==> src/sabv_pkg.sv <==
// ----------------------------------------------------------------------------
// sabv_pkg
// shared types and constants of the signed angle between vectors block
// ----------------------------------------------------------------------------
package sabv_pkg;

    localparam int ANGLE_BITS = 9;
    localparam int FRAC_BITS  = 16;
    localparam int NORM_MSB   = 29;
    localparam int NORM_BITS  = NORM_MSB + 1;
    localparam int XY_BITS    = 34;
    localparam int Z_BITS     = 26;
    localparam int TABLE_LEN  = 24;
    localparam int TABLE_BITS = 23;

    localparam logic signed [Z_BITS-1:0] RIGHT_ANGLE = Z_BITS'(90 << FRAC_BITS);
    localparam logic signed [Z_BITS-1:0] HALF_TURN   = Z_BITS'(180 << FRAC_BITS);

    // atan(2^-i) in degrees, 16 fraction bits
    localparam logic [TABLE_BITS-1:0] ATAN_TABLE [0:TABLE_LEN-1] = '{
        23'd2949120, 23'd1740967, 23'd919879, 23'd466945,
        23'd234379,  23'd117304,  23'd58666,  23'd29335,
        23'd14668,   23'd7334,    23'd3667,   23'd1833,
        23'd917,     23'd458,     23'd229,    23'd115,
        23'd57,      23'd29,      23'd14,     23'd7,
        23'd4,       23'd2,       23'd1,      23'd0
    };

    typedef struct packed {
        logic degenerate;
        logic cross_zero;
        logic dot_zero;
        logic cross_neg;
        logic dot_neg;
    } sabv_flags_t;

endpackage

==> src/sabv_norm.sv <==
// ----------------------------------------------------------------------------
// sabv_norm
// two-stage normalizer: leading-one search, then common shift of both
// magnitudes so that the larger lands in [2^29, 2^30)
// ----------------------------------------------------------------------------
module sabv_norm #(
    parameter int MAG_BITS = 34
) (
    input  logic                              clk,
    input  logic                              rst_n,
    input  logic                              in_valid,
    input  sabv_pkg::sabv_flags_t             in_flags,
    input  logic [MAG_BITS-1:0]               dot_mag,
    input  logic [MAG_BITS-1:0]               cross_mag,
    output logic                              out_valid,
    output sabv_pkg::sabv_flags_t             out_flags,
    output logic [sabv_pkg::NORM_BITS-1:0]    dot_norm,
    output logic [sabv_pkg::NORM_BITS-1:0]    cross_norm
);

    localparam int POS_BITS  = $clog2(MAG_BITS);
    localparam int WIDE_BITS = MAG_BITS + sabv_pkg::NORM_BITS;

    logic                        a_valid_reg;
    sabv_pkg::sabv_flags_t       a_flags_reg;
    logic [MAG_BITS-1:0]         a_dot_reg;
    logic [MAG_BITS-1:0]         a_cross_reg;
    logic [POS_BITS-1:0]         a_pos_reg;
    logic [POS_BITS-1:0]         a_pos_next;
    logic [MAG_BITS-1:0]         or_mag;

    logic                        b_valid_reg;
    sabv_pkg::sabv_flags_t       b_flags_reg;
    logic [sabv_pkg::NORM_BITS-1:0] b_dot_reg;
    logic [sabv_pkg::NORM_BITS-1:0] b_cross_reg;
    logic [sabv_pkg::NORM_BITS-1:0] b_dot_next;
    logic [sabv_pkg::NORM_BITS-1:0] b_cross_next;

    logic [POS_BITS:0]           pos_w;
    logic [POS_BITS:0]           norm_top;
    logic [WIDE_BITS-1:0]        dot_w;
    logic [WIDE_BITS-1:0]        cross_w;
    logic [WIDE_BITS-1:0]        dot_s;
    logic [WIDE_BITS-1:0]        cross_s;

    // highest set bit of either magnitude
    always_comb
    begin
        or_mag     = dot_mag | cross_mag;
        a_pos_next = '0;
        for (int i = 0; i < MAG_BITS; i++)
        begin
            if (or_mag[i])
            begin
                a_pos_next = POS_BITS'(i);
            end
        end
    end

    always_ff @(posedge clk or negedge rst_n)
    begin
        if (!rst_n)
        begin
            a_valid_reg <= 1'b0;
            b_valid_reg <= 1'b0;
        end
        else
        begin
            a_valid_reg <= in_valid;
            b_valid_reg <= a_valid_reg;
        end
    end

    always_ff @(posedge clk)
    begin
        a_flags_reg <= in_flags;
        a_dot_reg   <= dot_mag;
        a_cross_reg <= cross_mag;
        a_pos_reg   <= a_pos_next;
        b_flags_reg <= a_flags_reg;
        b_dot_reg   <= b_dot_next;
        b_cross_reg <= b_cross_next;
    end

    always_comb
    begin
        pos_w    = {1'b0, a_pos_reg};
        norm_top = (POS_BITS + 1)'(sabv_pkg::NORM_MSB);
        dot_w    = WIDE_BITS'(a_dot_reg);
        cross_w  = WIDE_BITS'(a_cross_reg);
        if (pos_w >= norm_top)
        begin
            dot_s   = dot_w >> (pos_w - norm_top);
            cross_s = cross_w >> (pos_w - norm_top);
        end
        else
        begin
            dot_s   = dot_w << (norm_top - pos_w);
            cross_s = cross_w << (norm_top - pos_w);
        end
        b_dot_next   = dot_s[sabv_pkg::NORM_BITS-1:0];
        b_cross_next = cross_s[sabv_pkg::NORM_BITS-1:0];
    end

    assign out_valid  = b_valid_reg;
    assign out_flags  = b_flags_reg;
    assign dot_norm   = b_dot_reg;
    assign cross_norm = b_cross_reg;

endmodule

==> config.mk <==
export PLATFORM = sky130hd
export DESIGN_NAME = sabv_norm
export DESIGN_NICKNAME = d
export VERILOG_FILES = /design/src/sabv_pkg.sv /design/src/sabv_norm.sv
export SDC_FILE = /design/constraint.sdc
export NUM_CORES = 1
export LEC_CHECK = 0
export BUFFER_PORTS_ARGS = -buffer_cell sky130_fd_sc_hd__buf_2
export CAP_MARGIN = 10
export CORE_MARGIN = 5
export CORE_UTILIZATION = 54
export CTS_CLUSTER_SIZE = 16
export DETAILED_ROUTE_END_ITERATION = 6
export PLACE_DENSITY = 0.78
export SETUP_SLACK_MARGIN = 0.4
export SLEW_MARGIN = 20
export SYNTH_ARGS = -nofsm -noshare
export SYNTH_HDL_FRONTEND = slang
export SYNTH_SLANG_ARGS = --single-unit
==> constraint.sdc <==
create_clock -name clk -period 3.1 [get_ports clk]
set_input_delay 0.31 -clock clk [delete_from_list [all_inputs] [get_ports clk]]
set_output_delay 0.31 -clock clk [all_outputs]
set_load 0.01 [all_outputs]
### Yosys cells after proc, flatten, opt, wreduce, memory -nomap -nowiden

Cells that the tools add are included.

| storage, ports and cells | value |
|---|---|
| register bits after elaboration | 146 |
| output and inout bits | 66 |
| word-level logic and storage cells | 61 |

| operators by class | value |
|---|---|
| magnitude comparators | 1 |
| shift-type cells | 4 |
| bitwise gates (word level) | 1 |
| multiplexer cells | 34 |
| reduce and logical (&&, ||, !) cells | 1 |
| add/sub/neg operators | 2 |

Operators by type and width:

| operator | count |
|---|---|
| $mux 6 | 29 |
| $shl 34x7->30 | 2 |
| $shr 34x7->30 | 2 |
| $mux 30 | 2 |
| $or 34x34->34 | 1 |
| $sub 5x6->7 const A | 1 |
| $sub 6x5->7 const B | 1 |
| $ge 6x5->1 const B | 1 |
| $mux 1 | 2 |
| $mux 2 | 1 |
| $reduce_or 2->1 | 1 |

### Logic depth before layout (Yosys ltp)

| logic depth | value |
|---|---|
| depth in word-level cells | 33 |
| mapped depth | 14 |
| mapped depth without buffers | 8 |

### Worst setup path after synthesis

Ideal clock, no wire load.

| timing path | value |
|---|---|
| path kind | reg2reg |
| start | reg a_pos_reg[0] |
| end | reg b_dot_reg, in the netlist dot_norm[7] |
| slack | 0.166 ns |
| library setup time | 0.117 ns |
| cell stages (with the launch flop) | 12 |
| period minus slack after synthesis | 2.934 ns |
| arrival | 2.817 ns |
| cells stage by stage | dfxtp_1 > buf_6 > buf_6 > inv_2 > buf_2 > ha_1 > buf_6 > buf_6 > mux4_2 > mux4_2 > a22oi_1 > nand2_1 |

| between the ends | value |
|---|---|
| cells in the longest elaborated chain, start to end | 3 |

Ends and longest elaborated chain:

| what | line | text |
|---|---|---|
| start, declared | sabv_norm.sv:28 | `logic [POS_BITS-1:0] a_pos_reg;` |
| start signal, assigned | sabv_norm.sv:79 | `a_pos_reg <= a_pos_next;` |
| $sub 5x6->7 or $sub 6x5->7 (tied branches) | sabv_norm.sv:98, sabv_norm.sv:93 |  |
| $shl 34x7->30 or $shr 34x7->30 (tied branches) | sabv_norm.sv:98, sabv_norm.sv:93 |  |
| $mux 30 (*) | sabv_norm.sv:91 | `if (pos_w >= norm_top)` |
| net dot_s[7] | sabv_norm.sv:43 | `logic [WIDE_BITS-1:0] dot_s;` |
| end signal, assigned | sabv_norm.sv:81 | `b_dot_reg <= b_dot_next;` |
| end, declared | sabv_norm.sv:34 | `logic [sabv_pkg::NORM_BITS-1:0] b_dot_reg;` |

Mark *: on every way through the listed nets, which the timed path passes. The rest lies on a longest branch.
A chain may end at the register's enable or synchronous reset.

### Worst setup path in the final report

| timing path | value |
|---|---|
| start | reg a_pos_reg[1] |
| end | reg b_dot_reg, in the netlist dot_norm[16] |

Same word-level chain as after synthesis.

==> reports/metrics.yaml <==
synthesis:
  synth_seq_cells: 146
  synth_edf_count: 0
  synth_flop_cell: "dfxtp_1"
  yosysUniqueCellTypes: 77
  avgSynthCellArea_um2: 9.50
  seq_area_frac_synth_pct: 27.5
  netlist_instances: 1122
  yosysWarningCount: 0
  ys_async_sr_fraction_pct: 1.37
  synthesis.nets: 1203
  synth_area_mm2: 0.0107
critical_path:
  cpPeakStageDelay_ns: 0.62
  cp_slowest_cell: "mux4_2"
  cp_cell_sequence: "clkinvlp_4, ha_4, buf_4, mux4_2, mux4_2, a22oi_1, buf_4, o31ai_1"
  arrival_ns: 3.09
  worst_setup_path_start_kind: "flop"
  path_class: "reg -> reg"
  cp-end-kind: "flop"
  cp_max_fo: 8
  startpoint: "a_pos_reg[1]"
  cp.required_ns: 3.43
  rr_startpoint: "a_pos_reg[1]"
timing:
  tightestPinTransition_ns: 0.724
  finalSetupViolations: 0
  final.period_utilization_pct: 89.2
  skew_ns: 0.0190
  finalHoldViolCount: 2
  slew_headroom_pct: 51.6
  worst_hold_slack_ns: -0.00443
  fmax_mhz: 362
  drv_slew: 0
  rsz0062_at_grt: "true"
  final.setup.tns_ns: 0
  min_period_ns: 2.77
placed_design:
  io_buffers: 141
  dp_hpwl_mm: 36.0
  gp_congestion: 1.07
routing:
  highest_layer: "met5"
  met1_length_mm: 17.8
  dr.pass1.iters: 6
  vias: 12200
  route.met2.wl_mm: 22.5
  detail_route.wl_per_cell_um: 32.7
  dr.first_iter.drc_count: 2352
  routed_wl_mm: 53.4
  route.detailed.drc: 0
  wl_met3_mm: 8.27
  drtAntennaViolNets: 0
  routed_via_density: 7.44
cells_and_area:
  utilization_pct: 69.5
  drive_above_1_share_pct: 33.0
  area_growth_pct: 26.9
  fin_nets: 1433
global_routing:
  overflow: 0
  grt_max_degree: 70
  grt_pass1_wl_mm: 74.3
  antenna_found_initial: 4
  grt_pass1_vias: 11200
  grt_usage_pct: 45.1
floorplan:
  io_pins: 142
  die_h_um: 150
  initial_core_util_pct: 54.8
  fp.dieW_um: 150
  num_rows: 51
  core_area_mm2: 0.0195
  die_area_mm2: 0.0226
worst_hold_path:
  worst_hold_startpoint: "dot_mag[28]"
  hold_class: "in -> reg"
cts:
  cts_made_buffers: 17
  cts.sinks: 146
  htreeDepth: 4
  root_buffer: "clkbuf_16"
  clock_path_buffers: 2
  cts_tree: "done"
  clk_latency_ns: 0.46
  path_clk_slew_ns: 0.09
power_and_ir_drop:
  power_density_mw_per_mm2: 485
  totalPowerFinal_mw: 6.55
  ir_drop_mv: 0.416
  power_leakage_nw: 5.55
outcome:
  status: "finished, violations left"
  violations: "hold timing"
run:
  cap_violations: 0
[layer usage]
metal | GRT usage [%] | vias up
met3 | 14.1 | 358
met2 | 67.1 | 1386
met4 | 27.4 | 2
met5 | 0 | -
li1 | - | 4787
met1 | 57.4 | 5618
[timing repair]
| item | 4_1_cts | 5_1_grt |
|---|---|---|
| pin swaps | 1 | 0 |
| hold endpoints to repair | 60 | 0 |
| hold buffers | 59 | 0 |
| gates resized for setup | 4 | 32 |
| endpoints found under the setup margin | 28 | 43 |
| setup buffers | 4 | 9 |
| cloned | 0 | 4 |
[cells by family after synthesis]
kind of cell	share of synthesized area [%]
and+or+nand+nor	14.6
AOI/OAI and AO/OA	18.1
muxes	32.2
DFF	27.5
buffers and inverters	5.87
xor gates and xnor gates	1.07
adders and majority gates	0.587
[metrics by stage]
stage	cell area (um2)	setup slack [ns]	cells
after detailed placement	12000	0.240	1522
after global placement	12000	0.254	1522
after floorplan	10700	0.322	1122
final	13500	0.334	1633
after global routing	13500	0.313	1631
after CTS	13200	0.331	1617
[critical path: cells and delay by family, from the launching register on]
kind	cells	cell delay (ns)
compound gates	2	0.23
fa+ha+maj	1	0.40
buf+inv	3	0.52
flops	1	0.39
mux	2	1.11
[final timing paths]
check | depth (start not counted) | to | slack (ns)
max | 8 | dot_norm[16] | 0.33
min | 1 | a_dot_reg[28] | -0.004
max reg2reg | 8 | dot_norm[16] | 0.33
min reg2reg | 0 | out_flags[4] | 0.31
max in group asynchronous | 2 | a_valid_reg | 2.82
min in group asynchronous | 2 | out_valid | 0.17
[layout by cell type (no fill, tap or decap), types with 12 or more instances in the layout]
cell type,netlist,final
nand2_1,190,189
buf_2,29,141
dfxtp_1,144,140
mux4_2,95,95
mux2i_1,101,92
buf_4,20,86
nor2_1,78,76
dlygate4sd3_1,0,59
a21oi_1,50,49
o21ai_0,46,41
nand3_1,37,37
a31oi_1,24,24
mux2_2,25,22
clkbuf_16,0,21
a22oi_1,20,19
o211ai_1,17,17
o31ai_1,14,14
nor3_1,13,13
nor4_1,13,13
o221ai_1,12,12
[synth_stat cells, drive strengths merged, types with 4 or more instances]
master | count | area, um2
nand2 | 190 | 713
nor2b | 4 | 25.0
a21oi | 51 | 267
xnor2 | 5 | 51.3
inv | 8 | 30.0
mux2i | 101 | 1010
and3 | 4 | 25.0
mux2 | 25 | 282
o21a | 6 | 45.0
nor2 | 78 | 293
a22oi | 20 | 150
o21ai | 49 | 245
o221ai | 12 | 105
nor3 | 15 | 85.1
or3 | 5 | 31.3
dfxtp | 144 | 2880
clkbuf | 27 | 101
a31oi | 24 | 150
a311oi | 4 | 35.0
o211ai | 17 | 128
mux4 | 95 | 2140
o2bb2ai | 6 | 52.6
o22ai | 8 | 50.1
xor2 | 5 | 62.6
nand3 | 37 | 185
o31ai | 14 | 105
nor4 | 13 | 81.3
buf | 68 | 494
a211oi | 9 | 77.6
o32ai | 6 | 67.6
a22o | 4 | 35.0
ha | 5 | 62.6
or2 | 4 | 25.0
a221o | 5 | 50.1
[where the power goes]
group / internal, mW / total, mW / switching [mW]
combinational: 0.906 / 2.14 / 1.23
clock: 1.08 / 2.16 / 1.08
sequential: 2.09 / 2.26 / 0.171
total: 4.07 / 6.55 / 2.48
[final cells by class]
class / instances / area (um2)
clock inverter: 15 / 155
timing repair buffer: 306 / 2330
multi-input combinational: 873 / 7290
antenna: 3 / 7.51
fill: 1408 / 5940
clock buffer: 17 / 425
tap: 265 / 332
inverter: 8 / 33.8
sequential: 146 / 2940
Power figures use the tool's default switching activity.
