### src/sabv_pkg.sv
// ----------------------------------------------------------------------------
// sabv_pkg
// shared types and constants of the signed angle between vectors block
// ----------------------------------------------------------------------------
package sabv_pkg;

    localparam int ANGLE_BITS = 9;
    localparam int FRAC_BITS  = 16;
    localparam int NORM_MSB   = 29;
    localparam int NORM_BITS  = NORM_MSB + 1;
    localparam int XY_BITS    = 34;
    localparam int Z_BITS     = 26;
    localparam int TABLE_LEN  = 24;
    localparam int TABLE_BITS = 23;

    localparam logic signed [Z_BITS-1:0] RIGHT_ANGLE = Z_BITS'(90 << FRAC_BITS);
    localparam logic signed [Z_BITS-1:0] HALF_TURN   = Z_BITS'(180 << FRAC_BITS);

    // atan(2^-i) in degrees, 16 fraction bits
    localparam logic [TABLE_BITS-1:0] ATAN_TABLE [0:TABLE_LEN-1] = '{
        23'd2949120, 23'd1740967, 23'd919879, 23'd466945,
        23'd234379,  23'd117304,  23'd58666,  23'd29335,
        23'd14668,   23'd7334,    23'd3667,   23'd1833,
        23'd917,     23'd458,     23'd229,    23'd115,
        23'd57,      23'd29,      23'd14,     23'd7,
        23'd4,       23'd2,       23'd1,      23'd0
    };

    typedef struct packed {
        logic degenerate;
        logic cross_zero;
        logic dot_zero;
        logic cross_neg;
        logic dot_neg;
    } sabv_flags_t;

endpackage

### src/sabv_cordic_stage.sv
// ----------------------------------------------------------------------------
// sabv_cordic_stage
// one registered vectoring iteration of the angle pipeline
// ----------------------------------------------------------------------------
module sabv_cordic_stage #(
    parameter int SHIFT = 0
) (
    input  logic                                  clk,
    input  logic                                  rst_n,
    input  logic                                  in_valid,
    input  sabv_pkg::sabv_flags_t                 in_flags,
    input  logic signed [sabv_pkg::XY_BITS-1:0]   x_in,
    input  logic signed [sabv_pkg::XY_BITS-1:0]   y_in,
    input  logic signed [sabv_pkg::Z_BITS-1:0]    z_in,
    output logic                                  out_valid,
    output sabv_pkg::sabv_flags_t                 out_flags,
    output logic signed [sabv_pkg::XY_BITS-1:0]   x_out,
    output logic signed [sabv_pkg::XY_BITS-1:0]   y_out,
    output logic signed [sabv_pkg::Z_BITS-1:0]    z_out
);

    logic                                 valid_reg;
    sabv_pkg::sabv_flags_t                flags_reg;
    logic signed [sabv_pkg::XY_BITS-1:0]  x_reg;
    logic signed [sabv_pkg::XY_BITS-1:0]  y_reg;
    logic signed [sabv_pkg::Z_BITS-1:0]   z_reg;
    logic signed [sabv_pkg::XY_BITS-1:0]  x_next;
    logic signed [sabv_pkg::XY_BITS-1:0]  y_next;
    logic signed [sabv_pkg::Z_BITS-1:0]   z_next;
    logic signed [sabv_pkg::XY_BITS-1:0]  xs;
    logic signed [sabv_pkg::XY_BITS-1:0]  ys;
    logic signed [sabv_pkg::Z_BITS-1:0]   step;

    always_comb
    begin
        xs   = x_in >>> SHIFT;
        ys   = y_in >>> SHIFT;
        step = signed'(sabv_pkg::Z_BITS'(sabv_pkg::ATAN_TABLE[SHIFT]));
        if (!y_in[sabv_pkg::XY_BITS-1])
        begin
            x_next = x_in + ys;
            y_next = y_in - xs;
            z_next = z_in + step;
        end
        else
        begin
            x_next = x_in - ys;
            y_next = y_in + xs;
            z_next = z_in - step;
        end
    end

    always_ff @(posedge clk or negedge rst_n)
    begin
        if (!rst_n)
        begin
            valid_reg <= 1'b0;
        end
        else
        begin
            valid_reg <= in_valid;
        end
    end

    always_ff @(posedge clk)
    begin
        flags_reg <= in_flags;
        x_reg     <= x_next;
        y_reg     <= y_next;
        z_reg     <= z_next;
    end

    assign out_valid = valid_reg;
    assign out_flags = flags_reg;
    assign x_out     = x_reg;
    assign y_out     = y_reg;
    assign z_out     = z_reg;

endmodule
### config.mk
export PLATFORM = sky130hd
export DESIGN_NAME = sabv_cordic_stage
export DESIGN_NICKNAME = d
export VERILOG_FILES = /design/src/sabv_pkg.sv /design/src/sabv_cordic_stage.sv
export SDC_FILE = /design/constraint.sdc
export NUM_CORES = 1
export LEC_CHECK = 0
export ABC_AREA = 1
export BUFFER_PORTS_ARGS = -buffer_cell sky130_fd_sc_hd__buf_2
export CORE_MARGIN = 2
export CORE_UTILIZATION = 42
export DETAILED_ROUTE_END_ITERATION = 8
export HOLD_SLACK_MARGIN = 0.06
export PLACE_DENSITY_LB_ADDON = 0.08
export SLEW_MARGIN = 20
export SYNTH_ARGS = -nofsm -noshare
export SYNTH_HDL_FRONTEND = slang
export SYNTH_SLANG_ARGS = --single-unit
### constraint.sdc
create_clock -name clk -period 0.8 [get_ports clk]
set_input_delay 0.12 -clock clk [delete_from_list [all_inputs] [get_ports clk]]
set_output_delay 0.12 -clock clk [all_outputs]
set_load 0.03 [all_outputs]
# Word-level counts from Yosys, hierarchy flattened
# Index checks and enable logic that the tools add are counted.
[op_classes]
addsub = 5
muxes = 3
[op_table]
columns = ["op", "n"]
rows = [
  ["two-way mux 34 bit", 2],
  ["subtractor 34 bit", 2],
  ["adder 34 bit", 1],
  ["adder 26 x 23 -> 26 bit (second input constant)", 1],
  ["two-way mux 26 bit", 1],
  ["subtractor 26 x 23 -> 26 bit (second input constant)", 1],
]
[totals]
inputBits = 102
regBits = 100

# Longest topological paths before layout
# Gate-level depths: netlist of the first run.
[logic_depth]
depth_word = 2
mapped_depth = 18
ltp_nobuf = 17

# Worst setup path after synthesis of the first run
# No wires, ideal clock.
[synth_path]
path_kind = "input-to-reg"
startpoint = "input y_in[33] in the netlist's numbering"
endpoint = "register z_reg (netlist bit z_out[22])"
arrival_ns = 1.754
setup_slack_ns = -1.072
path_stages = 9
path_buffers = 2
cell_sequence = "clkbuf_1 -> inv_2 -> clkbuf_8 -> fa_1 -> o21ai_0 -> a21oi_1 -> nor2_1 -> nor2_1 -> xnor2_1"
[synth_via]
elab_chain_cells = 1
[synth_rtl]
columns = ["element", "line", "text"]
rows = [
  ["start, declared", "sabv_cordic_stage.sv:13", "input logic signed [sabv_pkg::XY_BITS-1:0] y_in,"],
  ["two-way mux 26 bit", "sabv_cordic_stage.sv:39", "if (!y_in[sabv_pkg::XY_BITS-1])"],
  ["via z_next, one bit", "sabv_cordic_stage.sv:29", "logic signed [sabv_pkg::Z_BITS-1:0] z_next;"],
  ["end signal, assigned", "sabv_cordic_stage.sv:70", "z_reg <= z_next;"],
  ["end, declared", "sabv_cordic_stage.sv:26", "logic signed [sabv_pkg::Z_BITS-1:0] z_reg;"],
]
# The timed path passes the listed nets, and every way through them passes these cells.

# Worst setup path after layout of the first run
[layout_path]
startpoint = "input y_in[1] in the netlist's numbering"
endpoint = "register x_reg (netlist bit x_out[33])"
[layout_via]
elab_chain_cells = 2
word_cells_on_any_way = 3
[layout_rtl]
columns = ["element", "line", "text"]
rows = [
  ["adder 34 bit or subtractor 34 bit (tied branches)", "sabv_cordic_stage.sv:41, sabv_cordic_stage.sv:47", ""],
  ["two-way mux 34 bit *", "sabv_cordic_stage.sv:39", ""],
  ["via x_next, one bit", "sabv_cordic_stage.sv:27", "logic signed [sabv_pkg::XY_BITS-1:0] x_next;"],
  ["end signal, assigned", "sabv_cordic_stage.sv:68", "x_reg <= x_next;"],
  ["end, declared", "sabv_cordic_stage.sv:24", "logic signed [sabv_pkg::XY_BITS-1:0] x_reg;"],
]
# The timed path passes the listed nets; every way through them passes the cells marked *.

==> summary.md, run 1 <==
* largest family of logic cells by synthesized area: simple AND/OR/NAND/NOR gates
* total detailed-routing wirelength: 50.4 mm
* worst setup path endpoint: x_out[33]$_DFF_P_
* remaining antenna violation count: 0
* full die area: 24400 µm²
* number of top-level design ports: 202
* routability-driven placement congestion ratio: 0.985
* warnings from Yosys: 0
* TritonCTS buffer count: 9
* highest clock rate: 560 MHz
* run status: complete, but fails checks
* clock root buffer: clkbuf_16
* final clock period utilization by the worst path: 223%
* number of max-slew violations in the final report: 0
* crit path DAT: 2.05 ns
* largest net degree at the start of global routing: 53
* setup-violating endpoint count in the final report: 173
* dominant register cell in the synthesized netlist: dfxtp_1
* critical path launch point type: primary input
* total core area: 22700 µm²
* netlist area before placement: 9720 µm²
* adder-cell share of the synthesized area: 14.6%
* maximum level of the CTS H-tree: 3
* accumulated negative setup slack: -62.72 ns
* max-cap check violation count: 0
* Slew Limit Headroom: 66.2%
* total via count in the routed design: 13.7k
* type of the worst setup path: in2reg
* Final Hold Fails: 0
* clk slew on worst S/H paths: 0.08 ns
* final antenna diode count: 0
* largest driver fanout on the critical path: 5
* layout-stage area growth over the synthesis result: 93.6%
* worst-case clock buffer depth: 2
* fraction of layout cells with a size suffix above 1: 61.0%
* worst setup path startpoint: y_in[1]
* worst hold-check path type: in2reg
* multiplexer share of the synthesized area: 0.206%
* worst setup slack before clock tree synthesis: -1.30 ns
* placement row count: 55
* count of unique library cells instantiated by Yosys: 45
* failing checks: setup timing
* Pre-antenna DRT Iters: 6
* Post-route DRC: 0
* setup slack of the critical path after layout: -0.986 ns
* static power due to leakage: 9.14 nW
* Async S/R FF share, synth: 1.01%
* Port Buffer Count: 201
* detailed-route vias per instance: 5.63
* placed wire-length estimate: 31.7 mm
* required time of the critical path: 1.06 ns
* number of enable-type register cells in the synthesized netlist: 0
* worst-margin pin slew: 0.501 ns
* CP endpoint kind: register
* setup repair after global routing missed its margin: true
* routed len/inst: 20.6 µm
* Pwr Total: 28.1 mW
* Die Ht: 156 µm
* part of the Yosys area used for sequential elements: 20.4%
* xor/xnor share of the synthesized area: 3.24%
* synthesized net count: 1791
* post-synthesis average cell area: 6.16 µm²
* clock net sink count: 99
* Post-Syn Instances: 1578
* power density over the cells: 1490 nW/µm²
* residual overflow from global routing: 0
* number of global-route vias before repair: 12.9k
* initial standard-cell utilization of the core: 42.8%
* Iter 0 DRT Violations: 1255
* IR drop worst, VDD: 1480 µV
* simple-gate portion of the synthesized area: 33.4%
* total global-route track usage: 35.1%
* TritonCTS clock tree: done
* die outline width: 156 µm
* register bit total from synthesis: 99
* Synth Area in Compound Gates: 16.0%
* antenna violations before repair: 1
* final period demand of the worst path: 1.79 ns
* number of nets in the layout: 2365
* global-route wire length before repair: 66.5 mm
-- routing by layer --
layer / GRT usage [%] / routed length (µm) / vias to the layer above
met3: 4.50 / 4450 / 280
met5: 0 / 12 / -
met2: 62.3 / 24000 / 886
met4: 12.5 / 3220 / 2
li1: - / - / 6199
met1: 43.4 / 18700 / 6380
-- worst min path at each step --
| stage | startpoint | to | cells after the start |
|---|---|---|---|
| 4_1_cts | z_in[16] | z_out[16]$_DFF_P_ | 3 |
| 3_3_place_gp | rst_n | out_valid$_DFF_PN0_ | 1 |
| 3_5_place_dp | rst_n | out_valid$_DFF_PN0_ | 1 |
| 6_report | y_in[0] | x_out[0]$_DFF_P_ | 3 |
| 2_1_floorplan | rst_n | out_valid$_DFF_PN0_ | 0 |
| 5_1_grt | y_in[0] | x_out[0]$_DFF_P_ | 3 |
-- worst max-delay path, stage by stage --
cell and delay (ns):
buf_2 0.19, inv_1 0.11, ha_1 0.20, nand2_1 0.07
nand2_1 0.08, buf_4 0.15, nand2_1 0.13, nand2_2 0.11
nand2_2 0.11, nand2_1 0.07, nand2_1 0.10, nand3_1 0.12
o21ai_1 0.23, nand2_1 0.10, nand2_1 0.08, nand2_1 0.05
-- logic make-up after synthesis --
family | after synthesis
AO/OA/AOI/OAI | 279
XOR/XNOR | 36
adder cells (fa/ha/maj) | 111
buffers and inverters | 279
flip-flops | 99
multiplexers | 2
AND/OR/NAND/NOR | 772
-- per-stage QoR --
step                      utilization, %  cells  cell area, µm²  hold WS, ns
after floorplan                        -   1578           11000       -0.176
after global placement              62.9   2331           14300       -0.105
after detailed placement            62.9   2331           14300       -0.105
after CTS                           76.3   2411           17300        0.107
after global routing                82.9   2442           18800       0.0490
final                               82.9   2442           18800       0.0334
-- area by class of cell --
class	instances	area (µm²)
timing repair buffer	606	5320
fill	1307	3890
clock inverter	7	96.3
clock buffer	9	225
inverter	236	1000
sequential	99	2110
multi-input combinational	1200	9710
tap	285	357
-- registers in the layout (all words and copies together), names as in the netlist --
signal,cells
x_out,34
out_valid,1
y_out,33
z_out,26
out_flags,5
-- where the power goes --
part / internal [mW] / leakage [nW] / switching [mW] / total (mW)
combinational: 7.29 / 8.15 / 9.42 / 16.7
clock: 2.52 / 0.152 / 2.52 / 5.04
sequential: 5.88 / 0.841 / 0.454 / 6.34
total: 15.7 / 9.14 / 12.4 / 28.1
-- placed cells by master (no fill, tap or decap), types with 62 or more instances in the layout --
master / count
nand2_1: 271
buf_6: 164
inv_1: 137
nand3_1: 92
inv_2: 70
buf_2: 75
buf_4: 314
dfxtp_2: 98
nand2_2: 112
a21oi_1: 62
nor2_1: 65
-- timing repair --
action | 4_1_cts | 5_1_grt
hold buffers | 25 | 1
resized for setup | 626 | 330
pin swaps | 144 | 178
endpoints found under the setup margin | 173 | 174
buffers inserted | 41 | 43
hold endpoints to repair | 24 | 2
cloned | 0 | 0
-- cells in the mapped netlist, types with 14 or more instances --
| cell | number | area [µm²] |
|---|---|---|
| a21oi_1 | 132 | 661 |
| dfxtp_1 | 98 | 1960 |
| nor2_1 | 135 | 507 |
| buf_4 | 22 | 165 |
| inv_1 | 228 | 856 |
| o21bai_1 | 16 | 120 |
| nand3_1 | 142 | 711 |
| xor2_1 | 31 | 272 |
| o21ai_0 | 75 | 375 |
| nand2_1 | 436 | 1640 |
| nand4_1 | 14 | 87.6 |
| ha_1 | 107 | 1340 |
No activity file was read; power rests on OpenSTA's default activity.
==> inputs of run 2 (changes only) <==
Settings changed: CORE_MARGIN 2 to 3.
==> run 2 against run 1 <==
  * The flow still finishes with violations (setup timing)
  * Routed wire length fell by 7.9%
  * Sequential power barely moved
  * Non-clock buffer count shrank 18
  * Final cell count is 0.74% lower
  * Combinational power down 4%
  * Global-route usage fell by 2.0 points
  * Critical endpoint is now y_out[18]$_DFF_P_
==> summary.md, run 2 (synthesized netlist as in run 1, its figures left out) <==
* run status: complete, but fails checks, unchanged
* failing checks: setup timing, unchanged
* placed wire-length estimate: 31.9 mm, was 31.7 mm
* Cell Int Power: 15.2 mW, was 15.7 mW
* hold worst-path end: x_out[0]$_DFF_P_, unchanged
* clock net sink count: 99, unchanged
* Slew Limit Headroom: 65.4%, was 66.2%
* total core area: 22700 µm², unchanged
* clock root buffer: clkbuf_16, unchanged
* routed len/inst: 19.1 µm, was 20.6 µm
* Iter 0 DRT Violations: 1017, was 1255
* final period demand of the worst path: 1.65 ns, was 1.79 ns
* worst-margin pin slew: 0.513 ns, was 0.501 ns
* portion of total power attributed to combinational logic: 59.1%, was 59.5%
* die outline width: 158 µm, was 156 µm
* depth of the worst hold-timing path: 3, unchanged
* clk slew on worst S/H paths: 0.11 ns, was 0.08 ns
* most common library cell in the layout ignoring fill and taps: buf_4, unchanged
* placement row count: 55, unchanged
* largest net degree at the start of global routing: 61, was 53
* remaining antenna violation count: 0, unchanged
* TritonCTS buffer count: 9, unchanged
* CP endpoint kind: register, unchanged
* initial standard-cell utilization of the core: 42.8%, unchanged
* layout-stage area growth over the synthesis result: 89.8%, was 93.6%
* crit path DAT: 1.95 ns, was 2.05 ns
* static power due to leakage: 8.94 nW, was 9.14 nW
* global-route wire length before repair: 64.7 mm, was 66.5 mm
* number of nets in the layout: 2347, was 2365
* number of max-slew violations in the final report: 0, unchanged
* TritonCTS clock tree: done, unchanged
* power density over the cells: 1470 nW/µm², was 1490 nW/µm²
* final design instance area without fill: 18500 µm², was 18800 µm²
* number of top-level design ports: 202, unchanged
* total detailed-routing wirelength: 46.4 mm, was 50.4 mm
* Port Buffer Count: 201, unchanged
* full die area: 25000 µm², was 24400 µm²
* Sw Share: 44.1%, about the same
* total global-route track usage: 33.1%, was 35.1%
* Die Ht: 158 µm, was 156 µm
* Placed Area: 14200 µm², was 14300 µm²
* maximum level of the CTS H-tree: 3, unchanged
* power share of the sequential group: 23.3%, was 22.6%
* residual overflow from global routing: 0, unchanged
* Pre-antenna DRT Iters: 5, was 6
* detailed-route vias per instance: 5.45, was 5.63
* total via count in the routed design: 13.2k, was 13.7k
* routability-driven placement congestion ratio: 0.978, was 0.985
* number of global-route vias before repair: 12.8k, was 12.9k
* highest clock rate: 604 MHz, was 560 MHz
* setup-violating endpoint count in the final report: 171, was 173
* setup slack of the critical path after layout: -0.855 ns, was -0.986 ns
* IR drop worst, VDD: 1680 µV, was 1480 µV
* final clock period utilization by the worst path: 207%, was 223%
* required time of the critical path: 1.09 ns, was 1.06 ns
* worst hold-check path type: in2reg, unchanged
* power spent charging and discharging nets: 12.0 mW, was 12.4 mW
* largest driver fanout on the critical path: 4, was 5
* Post-route DRC: 0, unchanged
* Final Hold Fails: 0, unchanged
* worst-case clock buffer depth: 2, unchanged
* final antenna diode count: 0, unchanged
* critical path launch point type: primary input, unchanged
* type of the worst setup path: in2reg, unchanged
* Clk network pwr share: 17.6%, was 17.9%
* max-cap check violation count: 0, unchanged
* flip-flop count of the largest register after layout: 34, unchanged
* worst hold slack across all endpoints: 0.0674 ns, was 0.0334 ns
* fraction of layout cells with a size suffix above 1: 59.0%, was 61.0%
* antenna violations before repair: 0, was 1
* setup repair after global routing missed its margin: true, unchanged
* leading cell types in the layout, fill and taps excluded: 303 x buf_4, 280 x nand2_1, 165 x buf_6, 134 x inv_1, 115 x nand3_1, was 314 x buf_4, 271 x nand2_1, 164 x buf_6, 137 x inv_1, 112 x nand2_2
* start point of the worst hold path: y_in[0], unchanged
==> run 2: cell count changes in the layout (fill, tap and decap cells not counted), moves of 4 or more <==
cell and change:
buf_4 -11, inv_2 +6, buf_8 -5, nor2_2 +7
nand2_1 +9, o21ai_2 -5, nand3_2 -24, nand3_1 +23
buf_2 -5, nand2_4 -7, inv_4 -4, nor2_4 -5
o21ai_1 +5
==> run 2: cell type report <==
cell class                 instances  area, µm²
clock buffer                       9        225
fill                            1441       4250
clock inverter                     7       72.6
inverter                         236       1000
multi-input combinational       1200       9490
timing repair buffer             588       5200
sequential                        99       2110
tap                              285        357
==> run 2: how the worst max path moves through the flow <==
| stage | startpoint | end | slack, ns | cells past startpoint |
|---|---|---|---|---|
| final | x_in[2] | y_out[18]$_DFF_P_ | -0.85 | 13 |
| after global routing | x_in[2] | y_out[18]$_DFF_P_ | -0.96 | 13 |
| after CTS | y_in[0] | y_out[12]$_DFF_P_ | -0.74 | 11 |
| after detailed placement | y_in[0] | y_out[24]$_DFF_P_ | -1.34 | 14 |
| after global placement | y_in[0] | y_out[24]$_DFF_P_ | -1.28 | 14 |
| after floorplan | x_in[0] | x_out[22]$_DFF_P_ | -0.80 | 14 |
==> run 2: timing repair <==
item / in CTS / in global routing
setup buffers: 51 / 24
gates cloned: 0 / 0
endpoints found under the hold margin: 24 / 0
hold buffers: 24 / 0
resized for setup: 687 / 219
setup endpoints to repair: 173 / 173
pin swaps: 192 / 132
==> run 2: routing by layer <==
metal	track usage (%)	part of all wire [%]	up-vias
li1	-	-	6150
met1	41.5	39	6178
met2	58.0	48	724
met3	4.84	8.1	148
met4	11.2	4.9	0
met5	0	0	-
==> run 2: per-stage QoR <==
stage               utilization (%)  std cells  TNS, ns  power (mW)  setup WS (ns)
floorplan                         -       1578   -45.08        13.2         -0.798
detailed placement             62.7       2320   -77.06        17.9          -1.34
CTS                            77.1       2409   -53.87        25.7         -0.737
global placement               62.7       2320   -75.02        17.8          -1.28
finish                         81.3       2424   -58.33        27.2         -0.855
global route                   81.3       2424   -63.64        28.3         -0.961
==> run 2: power by group through the flow <==
stage	registers [mW]	clock network [mW]	logic (mW)
6_report	6.34	4.79	16.1
5_1_grt	6.39	4.91	17.0
4_1_cts	6.31	4.76	14.6
3_5_place_dp	6.06	0	11.8
3_3_place_gp	6.06	0	11.7
2_1_floorplan	7.63	0	5.61
==> run 2: worst max-delay path, cell delays in order <==
cell and delay, ns:
buf_8 0.10, inv_4 0.05, ha_4 0.21, buf_4 0.16, buf_4 0.14, nor4_2 0.34, buf_4 0.20, nand4_1 0.13
nand3_1 0.10, nand2_1 0.05, nand2_1 0.08, nor2_1 0.06, nor2_1 0.19
